[config.mk]
export PLATFORM = sky130hd
export DESIGN_NAME = tree_map_reduce_node
export DESIGN_NICKNAME = d
export VERILOG_FILES = /design/src/sv/tmrn_pkg.sv /design/src/sv/tmrn_front.sv /design/src/sv/tmrn_queue.sv /design/src/sv/tmrn_back.sv /design/src/sv/tree_map_reduce_node.sv
export SDC_FILE = /design/constraint.sdc
export NUM_CORES = 1
export LEC_CHECK = 0
export ABC_AREA = 0
export BUFFER_PORTS_ARGS = -buffer_cell sky130_fd_sc_hd__buf_2
export CAP_MARGIN = 20
export CORE_MARGIN = 10
export CORE_UTILIZATION = 53
export CTS_BUF_LIST = sky130_fd_sc_hd__clkbuf_8
export CTS_CLUSTER_SIZE = 10
export DETAILED_ROUTE_END_ITERATION = 12
export GPL_ROUTABILITY_DRIVEN = 0
export PLACE_DENSITY_LB_ADDON = 0.2
export SLEW_MARGIN = 20
export SYNTH_ARGS = -nofsm -noshare
export SYNTH_HDL_FRONTEND = slang
export SYNTH_SLANG_ARGS = --single-unit
[constraint.sdc]
create_clock -name clk -period 15.2 [get_ports clk]
set_clock_uncertainty 0.1 [all_clocks]
set_input_delay 3.04 -clock clk [delete_from_list [all_inputs] [get_ports clk]]
set_output_delay 3.04 -clock clk [all_outputs]
set_load 0.05 [all_outputs]
[src/sv/tmrn_pkg.sv]
// ----------------------------------------------------------------------------
// tmrn_pkg
// Shared types and constants of the tree map/reduce node: message kinds,
// status codes, register indexes and the command passed from front to back.
// ----------------------------------------------------------------------------
package tmrn_pkg;

  localparam int MAX_FANOUT  = 16;
  localparam int ID_WIDTH    = 32;
  localparam int DEPTH_WIDTH = 8;
  localparam int FAN_WIDTH   = 5;
  localparam int IDX_WIDTH   = $clog2(MAX_FANOUT);
  localparam int KIND_WIDTH  = 8;
  localparam int CFG_IDX_W   = 2;

  localparam logic [ID_WIDTH-1:0]  ROOT_ID      = 32'd1;
  localparam logic [FAN_WIDTH-1:0] FAN_MAX      = FAN_WIDTH'(MAX_FANOUT);

  localparam logic                 ACTION_START = 1'b0;

  localparam logic [KIND_WIDTH-1:0] MSG_MAP     = 8'd1;
  localparam logic [KIND_WIDTH-1:0] MSG_REDUCE  = 8'd2;

  localparam logic [1:0] OUT_NONE   = 2'd0;
  localparam logic [1:0] OUT_MAP    = 2'd1;
  localparam logic [1:0] OUT_REDUCE = 2'd2;

  localparam logic [1:0] ST_SENT    = 2'd0;
  localparam logic [1:0] ST_NOTHING = 2'd1;
  localparam logic [1:0] ST_UNKNOWN = 2'd2;
  localparam logic [1:0] ST_IGNORED = 2'd3;

  localparam logic [CFG_IDX_W-1:0] REG_OWN_ID     = 2'd0;
  localparam logic [CFG_IDX_W-1:0] REG_FAN_OUT    = 2'd1;
  localparam logic [CFG_IDX_W-1:0] REG_ROOT_DEPTH = 2'd2;

  typedef struct packed {
    logic [1:0]             kind;
    logic [ID_WIDTH-1:0]    base;
    logic [DEPTH_WIDTH-1:0] depth_limit;
    logic [DEPTH_WIDTH-1:0] depth_now;
    logic [ID_WIDTH-1:0]    sender;
    logic [1:0]             status;
    logic                   mismatch;
    logic [FAN_WIDTH-1:0]   count;
  } cmd_t;

endpackage

[src/sv/tmrn_front.sv]
// ----------------------------------------------------------------------------
// tmrn_front
// Accepts items, holds configuration and node state, and turns each item
// into one command: a run of count results with targets base, base+1, ...
// ----------------------------------------------------------------------------
module tmrn_front (
  input  logic                               clk,
  input  logic                               rst,
  input  logic                               cfg_valid,
  output logic                               cfg_ready,
  input  logic [tmrn_pkg::CFG_IDX_W-1:0]     cfg_index,
  input  logic [tmrn_pkg::ID_WIDTH-1:0]      cfg_data,
  input  logic                               in_valid,
  output logic                               in_ready,
  input  logic                               action,
  input  logic [tmrn_pkg::KIND_WIDTH-1:0]    message_kind,
  input  logic [tmrn_pkg::ID_WIDTH-1:0]      target_node,
  input  logic [tmrn_pkg::DEPTH_WIDTH-1:0]   depth_limit,
  input  logic [tmrn_pkg::DEPTH_WIDTH-1:0]   depth_now,
  input  logic [tmrn_pkg::ID_WIDTH-1:0]      sender_node,
  input  logic                               q_full,
  output logic                               q_push,
  output tmrn_pkg::cmd_t                     q_cmd
);

  logic [tmrn_pkg::ID_WIDTH-1:0]    own_id;
  logic [tmrn_pkg::FAN_WIDTH-1:0]   fan_out;
  logic [tmrn_pkg::DEPTH_WIDTH-1:0] root_limit;
  logic [tmrn_pkg::ID_WIDTH-1:0]    parent_node;
  logic [tmrn_pkg::ID_WIDTH-1:0]    parent_node_next;
  logic [tmrn_pkg::FAN_WIDTH-1:0]   answers_seen;
  logic [tmrn_pkg::FAN_WIDTH-1:0]   answers_seen_next;
  logic                             finished;
  logic                             finished_next;
  logic [tmrn_pkg::FAN_WIDTH-1:0]   fan_eff;
  logic [tmrn_pkg::ID_WIDTH-1:0]    fan_wide;
  logic [tmrn_pkg::ID_WIDTH-1:0]    child_base;
  logic                             accept;
  tmrn_pkg::cmd_t                   cmd;

  assign cfg_ready = 1'b1;
  assign in_ready  = !q_full;
  assign accept    = in_valid && !q_full;
  assign q_push    = accept;
  assign q_cmd     = cmd;

  always_comb begin
    if (fan_out == '0) begin
      fan_eff = tmrn_pkg::FAN_WIDTH'(1);
    end else if (fan_out > tmrn_pkg::FAN_MAX) begin
      fan_eff = tmrn_pkg::FAN_MAX;
    end else begin
      fan_eff = fan_out;
    end
  end

  assign fan_wide   = tmrn_pkg::ID_WIDTH'(fan_eff);
  assign child_base = tmrn_pkg::ID_WIDTH'(own_id * fan_wide) - fan_wide
                      + tmrn_pkg::ID_WIDTH'(2);

  always_comb begin
    cmd               = '0;
    cmd.kind          = tmrn_pkg::OUT_NONE;
    cmd.status        = tmrn_pkg::ST_NOTHING;
    cmd.count         = tmrn_pkg::FAN_WIDTH'(1);
    parent_node_next  = parent_node;
    answers_seen_next = answers_seen;
    finished_next     = finished;
    if (finished) begin
      cmd.status = tmrn_pkg::ST_IGNORED;
    end else if (action == tmrn_pkg::ACTION_START) begin
      if (own_id == tmrn_pkg::ROOT_ID) begin
        cmd.kind        = tmrn_pkg::OUT_MAP;
        cmd.base        = child_base;
        cmd.depth_limit = root_limit;
        cmd.depth_now   = '0;
        cmd.sender      = own_id;
        cmd.status      = tmrn_pkg::ST_SENT;
        cmd.count       = fan_eff;
      end
    end else begin
      cmd.mismatch = (target_node != own_id);
      case (message_kind)
        tmrn_pkg::MSG_MAP: begin
          if (depth_now == depth_limit - tmrn_pkg::DEPTH_WIDTH'(1)) begin
            cmd.kind   = tmrn_pkg::OUT_REDUCE;
            cmd.base   = sender_node;
            cmd.status = tmrn_pkg::ST_SENT;
          end else begin
            parent_node_next = sender_node;
            cmd.kind         = tmrn_pkg::OUT_MAP;
            cmd.base         = child_base;
            cmd.depth_limit  = depth_limit;
            cmd.depth_now    = depth_now + tmrn_pkg::DEPTH_WIDTH'(1);
            cmd.sender       = own_id;
            cmd.status       = tmrn_pkg::ST_SENT;
            cmd.count        = fan_eff;
          end
        end
        tmrn_pkg::MSG_REDUCE: begin
          answers_seen_next = answers_seen + tmrn_pkg::FAN_WIDTH'(1);
          if (answers_seen_next == fan_eff) begin
            finished_next = 1'b1;
            if (parent_node != '0) begin
              cmd.kind   = tmrn_pkg::OUT_REDUCE;
              cmd.base   = parent_node;
              cmd.status = tmrn_pkg::ST_SENT;
            end
          end
        end
        default: begin
          cmd.status = tmrn_pkg::ST_UNKNOWN;
        end
      endcase
    end
  end

  always_ff @(posedge clk) begin
    if (rst) begin
      own_id       <= tmrn_pkg::ROOT_ID;
      fan_out      <= tmrn_pkg::FAN_WIDTH'(4);
      root_limit   <= tmrn_pkg::DEPTH_WIDTH'(3);
      parent_node  <= '0;
      answers_seen <= '0;
      finished     <= 1'b0;
    end else begin
      if (cfg_valid) begin
        case (cfg_index)
          tmrn_pkg::REG_OWN_ID:     own_id     <= cfg_data;
          tmrn_pkg::REG_FAN_OUT:    fan_out    <= cfg_data[tmrn_pkg::FAN_WIDTH-1:0];
          tmrn_pkg::REG_ROOT_DEPTH: root_limit <= cfg_data[tmrn_pkg::DEPTH_WIDTH-1:0];
          default: ;
        endcase
      end
      if (accept) begin
        parent_node  <= parent_node_next;
        answers_seen <= answers_seen_next;
        finished     <= finished_next;
      end
    end
  end

endmodule

[src/sv/tmrn_queue.sv]
// ----------------------------------------------------------------------------
// tmrn_queue
// Two-entry command queue between the front and the back.
// ----------------------------------------------------------------------------
module tmrn_queue (
  input  logic           clk,
  input  logic           rst,
  input  logic           push,
  input  tmrn_pkg::cmd_t push_cmd,
  input  logic           pop,
  output tmrn_pkg::cmd_t pop_cmd,
  output logic           full,
  output logic           empty
);

  tmrn_pkg::cmd_t slots [2];
  logic           wr_ptr;
  logic           rd_ptr;
  logic [1:0]     fill;
  logic           do_push;
  logic           do_pop;

  assign full    = (fill == 2'd2);
  assign empty   = (fill == 2'd0);
  assign do_push = push && !full;
  assign do_pop  = pop && !empty;
  assign pop_cmd = slots[rd_ptr];

  always_ff @(posedge clk) begin
    if (do_push) begin
      slots[wr_ptr] <= push_cmd;
    end
  end

  always_ff @(posedge clk) begin
    if (rst) begin
      wr_ptr <= 1'b0;
      rd_ptr <= 1'b0;
      fill   <= 2'd0;
    end else begin
      if (do_push) begin
        wr_ptr <= !wr_ptr;
      end
      if (do_pop) begin
        rd_ptr <= !rd_ptr;
      end
      case ({do_push, do_pop})
        2'b10:   fill <= fill + 2'd1;
        2'b01:   fill <= fill - 2'd1;
        default: fill <= fill;
      endcase
    end
  end

endmodule

[src/sv/tmrn_back.sv]
// ----------------------------------------------------------------------------
// tmrn_back
// Expands each command into its run of results, one per cycle while the
// output is not stalled, into a registered output stage.
// ----------------------------------------------------------------------------
module tmrn_back (
  input  logic                               clk,
  input  logic                               rst,
  input  logic                               q_empty,
  input  tmrn_pkg::cmd_t                     q_cmd,
  output logic                               q_pop,
  output logic                               out_valid,
  input  logic                               out_ready,
  output logic [1:0]                         out_kind,
  output logic [tmrn_pkg::ID_WIDTH-1:0]      out_target,
  output logic [tmrn_pkg::DEPTH_WIDTH-1:0]   out_depth_limit,
  output logic [tmrn_pkg::DEPTH_WIDTH-1:0]   out_depth_now,
  output logic [tmrn_pkg::ID_WIDTH-1:0]      out_sender,
  output logic [1:0]                         status,
  output logic                               dest_mismatch,
  output logic                               last
);

  tmrn_pkg::cmd_t                 cur;
  logic                           cur_valid;
  logic [tmrn_pkg::IDX_WIDTH-1:0] idx;
  logic                           advance;
  logic                           at_last;
  logic                           cur_done;
  logic                           load;

  assign advance  = cur_valid && (!out_valid || out_ready);
  assign at_last  = ({1'b0, idx} == cur.count - tmrn_pkg::FAN_WIDTH'(1));
  assign cur_done = advance && at_last;
  assign load     = !q_empty && (!cur_valid || cur_done);
  assign q_pop    = load;

  always_ff @(posedge clk) begin
    if (load) begin
      cur <= q_cmd;
    end
    if (advance) begin
      out_kind        <= cur.kind;
      out_target      <= cur.base + tmrn_pkg::ID_WIDTH'(idx);
      out_depth_limit <= cur.depth_limit;
      out_depth_now   <= cur.depth_now;
      out_sender      <= cur.sender;
      status          <= cur.status;
      dest_mismatch   <= cur.mismatch;
      last            <= at_last;
    end
  end

  always_ff @(posedge clk) begin
    if (rst) begin
      cur_valid <= 1'b0;
      idx       <= '0;
      out_valid <= 1'b0;
    end else begin
      if (load) begin
        cur_valid <= 1'b1;
        idx       <= '0;
      end else if (cur_done) begin
        cur_valid <= 1'b0;
      end else if (advance) begin
        idx <= idx + tmrn_pkg::IDX_WIDTH'(1);
      end
      if (advance) begin
        out_valid <= 1'b1;
      end else if (out_ready) begin
        out_valid <= 1'b0;
      end
    end
  end

endmodule

[src/sv/tree_map_reduce_node.sv]
// ----------------------------------------------------------------------------
// tree_map_reduce_node
// One node of a tree map/reduce exchange.
//
// Channels: cfg (cfg_valid/cfg_ready, cfg_index, cfg_data) writes own id,
// fan-out and root depth limit; always ready; write only while idle.
// Input channel (in_valid/in_ready) takes a start command or a received
// message. Output channel (out_valid/out_ready) gives one or more results per
// input; last marks the final one.
// The first result of an item passes through the command queue, the command
// register and the output register before out_valid rises.
// Throughput: one result per cycle from the expansion stage while out_ready
// holds; an item gives one result, or fan-out results (1 to 16) when it spreads maps.
// A two-entry command queue lets the front accept items while the back
// still expands earlier ones.
// Reset: synchronous; restores id 1, fan-out 4, root depth limit 3, clears
// parent, answer count and done flag, and empties queue and output stage.
// Receiver stall: the output register holds; the queue fills, then in_ready
// drops until room frees.
// ----------------------------------------------------------------------------
module tree_map_reduce_node (
  input  logic                               clk,
  input  logic                               rst,
  input  logic                               cfg_valid,
  output logic                               cfg_ready,
  input  logic [tmrn_pkg::CFG_IDX_W-1:0]     cfg_index,
  input  logic [tmrn_pkg::ID_WIDTH-1:0]      cfg_data,
  input  logic                               in_valid,
  output logic                               in_ready,
  input  logic                               action,
  input  logic [tmrn_pkg::KIND_WIDTH-1:0]    message_kind,
  input  logic [tmrn_pkg::ID_WIDTH-1:0]      target_node,
  input  logic [tmrn_pkg::DEPTH_WIDTH-1:0]   depth_limit,
  input  logic [tmrn_pkg::DEPTH_WIDTH-1:0]   depth_now,
  input  logic [tmrn_pkg::ID_WIDTH-1:0]      sender_node,
  output logic                               out_valid,
  input  logic                               out_ready,
  output logic [1:0]                         out_kind,
  output logic [tmrn_pkg::ID_WIDTH-1:0]      out_target,
  output logic [tmrn_pkg::DEPTH_WIDTH-1:0]   out_depth_limit,
  output logic [tmrn_pkg::DEPTH_WIDTH-1:0]   out_depth_now,
  output logic [tmrn_pkg::ID_WIDTH-1:0]      out_sender,
  output logic [1:0]                         status,
  output logic                               dest_mismatch,
  output logic                               last
);

  logic           q_push;
  logic           q_pop;
  logic           q_full;
  logic           q_empty;
  tmrn_pkg::cmd_t push_cmd;
  tmrn_pkg::cmd_t pop_cmd;

  tmrn_front u_front (
    .clk          (clk),
    .rst          (rst),
    .cfg_valid    (cfg_valid),
    .cfg_ready    (cfg_ready),
    .cfg_index    (cfg_index),
    .cfg_data     (cfg_data),
    .in_valid     (in_valid),
    .in_ready     (in_ready),
    .action       (action),
    .message_kind (message_kind),
    .target_node  (target_node),
    .depth_limit  (depth_limit),
    .depth_now    (depth_now),
    .sender_node  (sender_node),
    .q_full       (q_full),
    .q_push       (q_push),
    .q_cmd        (push_cmd)
  );

  tmrn_queue u_queue (
    .clk      (clk),
    .rst      (rst),
    .push     (q_push),
    .push_cmd (push_cmd),
    .pop      (q_pop),
    .pop_cmd  (pop_cmd),
    .full     (q_full),
    .empty    (q_empty)
  );

  tmrn_back u_back (
    .clk             (clk),
    .rst             (rst),
    .q_empty         (q_empty),
    .q_cmd           (pop_cmd),
    .q_pop           (q_pop),
    .out_valid       (out_valid),
    .out_ready       (out_ready),
    .out_kind        (out_kind),
    .out_target      (out_target),
    .out_depth_limit (out_depth_limit),
    .out_depth_now   (out_depth_now),
    .out_sender      (out_sender),
    .status          (status),
    .dest_mismatch   (dest_mismatch),
    .last            (last)
  );

endmodule
==> reports/qor.txt <==
Max Cap Viol - 0
Worst EP arrival - 6.47 ns
H-tree depth - 3
RSZ-0062 raised after global routing - false
share of cells above drive strength 1 - 19.54%
P per Cell Area - 151.8 nW/um^2
1st-pass router iterations - 6
post_cts resized - 0
slowest cell on the critical path - fa_1
met3 track demand over resource - 4.145%
status - completed
Initial Util - 53.40%
largest cells by area after synthesis - edfxtp_1 (45%), dfxtp_1 (7.9%), fa_1 (7.6%)
Final min period - 6.180 ns
most common cell in the netlist - edfxtp_1
final hold slack - 0.3119 ns
Crit Path Class - reg -> reg
Final period util - 40.66%
critical path cell sequence - nor3_2 -> nor2_1 -> nor2_1 -> buf_4 -> and2_1 -> fa_1 -> inv_1 -> fa_1 -> fa_1 -> inv_1 -> ha_1 -> fa_1 -> a211oi_1 -> o21bai_1 -> a21o_1 -> a21oi_2 -> o31ai_1 -> a21oi_1 -> xor2_1 -> nand2_1 -> o2bb2ai_1
Via-to-Cell Ratio - 5.535
IO Count - 217
vias in the first global route - 16280
worst slack, placed - 8.810 ns
Cell variety after synth - 77
first-pass GRT wire length - 89530 microns
Post-Synthesis Cells - 2061
port bufs - 215
met2 Usage GRT - 37.15%
R2R Setup Slk - 9.02 ns
Synth Cell Area - 23560 sq um
# hold bufs at CTS - 0
row count - 77
top cell type's share of synthesized area - 45.37%
Clk Tree Root Cell - clkbuf_8
drt total wl - 57530 microns
Max stage delay on crit path - 0.54 ns
min-delay worst type - reg -> reg
initial drt markers - 1112
met1 usage - 26.07%
sequential area share after synthesis - 53.27%
total die area - 53290 sq um
die height - 230.8 microns
largest net degree at the start of global routing - 91
Post-synth EDFFs - 356
setup TNS - 0 ns
syn_area_per_cell - 11.43 sq um
commonest cells in the netlist - edfxtp_1 (356), nand2_1 (236), inv_1 (206)
clk slew on worst S/H paths - 0.06 ns
final worst setup slack - 9.020 ns
Startpoint Class - flop
Final ANT Viol Nets - 0
Ys Warns - 0
DP HPWL - 40600 microns
DIE WIDTH - 230.8 microns
Worst-Margin Slew - 1.098 ns
total gr overflow - 0
crit path capture type - flop
total CTS buffers - 73
leakage - 10.67 nW
clock latency at the later pin of the worst-skew pair - 0.65 ns
Total GRT Usage - 21.36%
Peak supply drop - 0.1037 mV
GRT Max-Usage Layer - met2
CTS tree - yes
core footprint - 44120 sq um
Sink Count - 449
Post-CTS Setup Repair Bufs - 0
Area Growth Syn to Fin - 12.86%
CP max FO - 33
Fmax achieved - 0.1618 GHz
endpoints failing setup - 0
initial antenna violation count - 5
Synth area leader - edfxtp_1
Synth Register Bits - 449
ys async rst share - 0%
routed length per instance - 19.72 microns
final hold vios - 0
vias post-DR - 16150
largest buffer count on any clock path - 3
Top FF cell, synth - edfxtp_1
max_slew headroom - 26.77%
critical path required time - 15.49 ns
Final nets - 2548
# DRC - 0
max-slew violations - 0
most frequent CP cell - fa_1
[registers in the layout, summed over array words and instances (netlist names), 2 cells and up]
| register | flops |
|---|---|
| u_front.fan_out | 5 |
| u_front.own_id | 32 |
| u_back.out_depth_now | 8 |
| u_queue.fill | 2 |
| u_front.parent_node | 32 |
| u_front.root_limit | 8 |
| u_front.answers_seen | 5 |
| u_back.cur | 90 |
| u_back.out_depth_limit | 8 |
| u_back.out_target | 32 |
| u_back.out_kind | 2 |
| u_back.status | 2 |
| u_back.idx | 4 |
| u_queue.slots | 180 |
| u_back.out_sender | 32 |
[critical path, delay by kind of cell (launching register included)]
kind | cells | cell delay (ns)
compound gates | 7 | 1.69
xor+xnor | 1 | 0.29
fa+ha+maj | 5 | 2.25
buf+inv | 3 | 0.36
flops | 1 | 0.45
simple gates | 5 | 0.77
[layout by cell type, fill, tap and decap left out, types with 30 or more instances in the layout]
| cell type | synthesis | layout |
|---|---|---|
| mux2_2 | 90 | 90 |
| nand3_1 | 31 | 31 |
| xnor2_1 | 99 | 99 |
| inv_1 | 206 | 229 |
| a21oi_1 | 119 | 119 |
| edfxtp_1 | 356 | 356 |
| dfxtp_1 | 93 | 92 |
| xor2_1 | 30 | 30 |
| buf_2 | 10 | 215 |
| and2_1 | 127 | 126 |
| nand2_1 | 236 | 236 |
| ha_1 | 69 | 69 |
| nor2_1 | 105 | 103 |
| fa_1 | 89 | 89 |
| clkbuf_8 | 0 | 87 |
| o21ai_0 | 30 | 30 |
[cell families (layout without fill, tap and decap cells)]
group	Yosys count	count (layout)	synth area share [%]
and+or+nand+nor	627	627	13.07
DFF	449	449	53.27
AOI/OAI and AO/OA	272	272	7.286
muxes	110	110	5.151
buffers and inverters	315	576	5.183
xor gates and xnor gates	129	129	4.795
other	1	4	0.01592
adders and majority gates	158	158	11.23
[final cells by class]
type                            instances  area, sq um
Antenna cell                            2        5.005
Clock buffer                           87         1197
Clock inverter                         49        280.3
Fill cell                            3668        17530
Inverter                              207        778.2
Multi-Input combinational cell       1298         9818
Sequential cell                       449        12560
Tap cell                              592        740.7
Timing Repair Buffer                  233         1215
[through the flow]
step | instance area [sq um] | utilization (%) | cells | power, mW
floorplan | 23570 | - | 2062 | 2.708
global placement | 25100 | 56.87 | 2778 | 3.003
detailed placement | 25100 | 56.87 | 2778 | 3.031
CTS | 26570 | 60.22 | 2914 | 4.074
global route | 26590 | 60.26 | 2917 | 4.219
finish | 26590 | 60.26 | 2917 | 4.036
[final timing paths]
path                                              end  depth (start not counted)                       startpoint
setup / recovery       u_queue.slots[0][78]$_DFFE_PP_                         21  u_front.fan_out[2]$_SDFFE_PP1P_
hold / removal    u_back.out_depth_limit[6]$_DFFE_PP_                          0         u_back.cur[54]$_DFFE_PP_
setup reg to reg       u_queue.slots[0][78]$_DFFE_PP_                         21  u_front.fan_out[2]$_SDFFE_PP1P_
hold reg to reg   u_back.out_depth_limit[6]$_DFFE_PP_                          0         u_back.cur[54]$_DFFE_PP_
[metal layers]
layer / up-vias / share of wire [%]
li1: 7487 / -
met1: 7986 / 40
met2: 569 / 51
met3: 101 / 6.5
met4: 4 / 2.5
met5: - / 0.057
[report_power, final]
part	total, mW	switching, mW	internal, mW
Combinational	1.11	0.753	0.354
Clock	1.04	0.481	0.558
Sequential	1.89	0.138	1.75
Note: power is estimated with default switching activity, not from simulation.
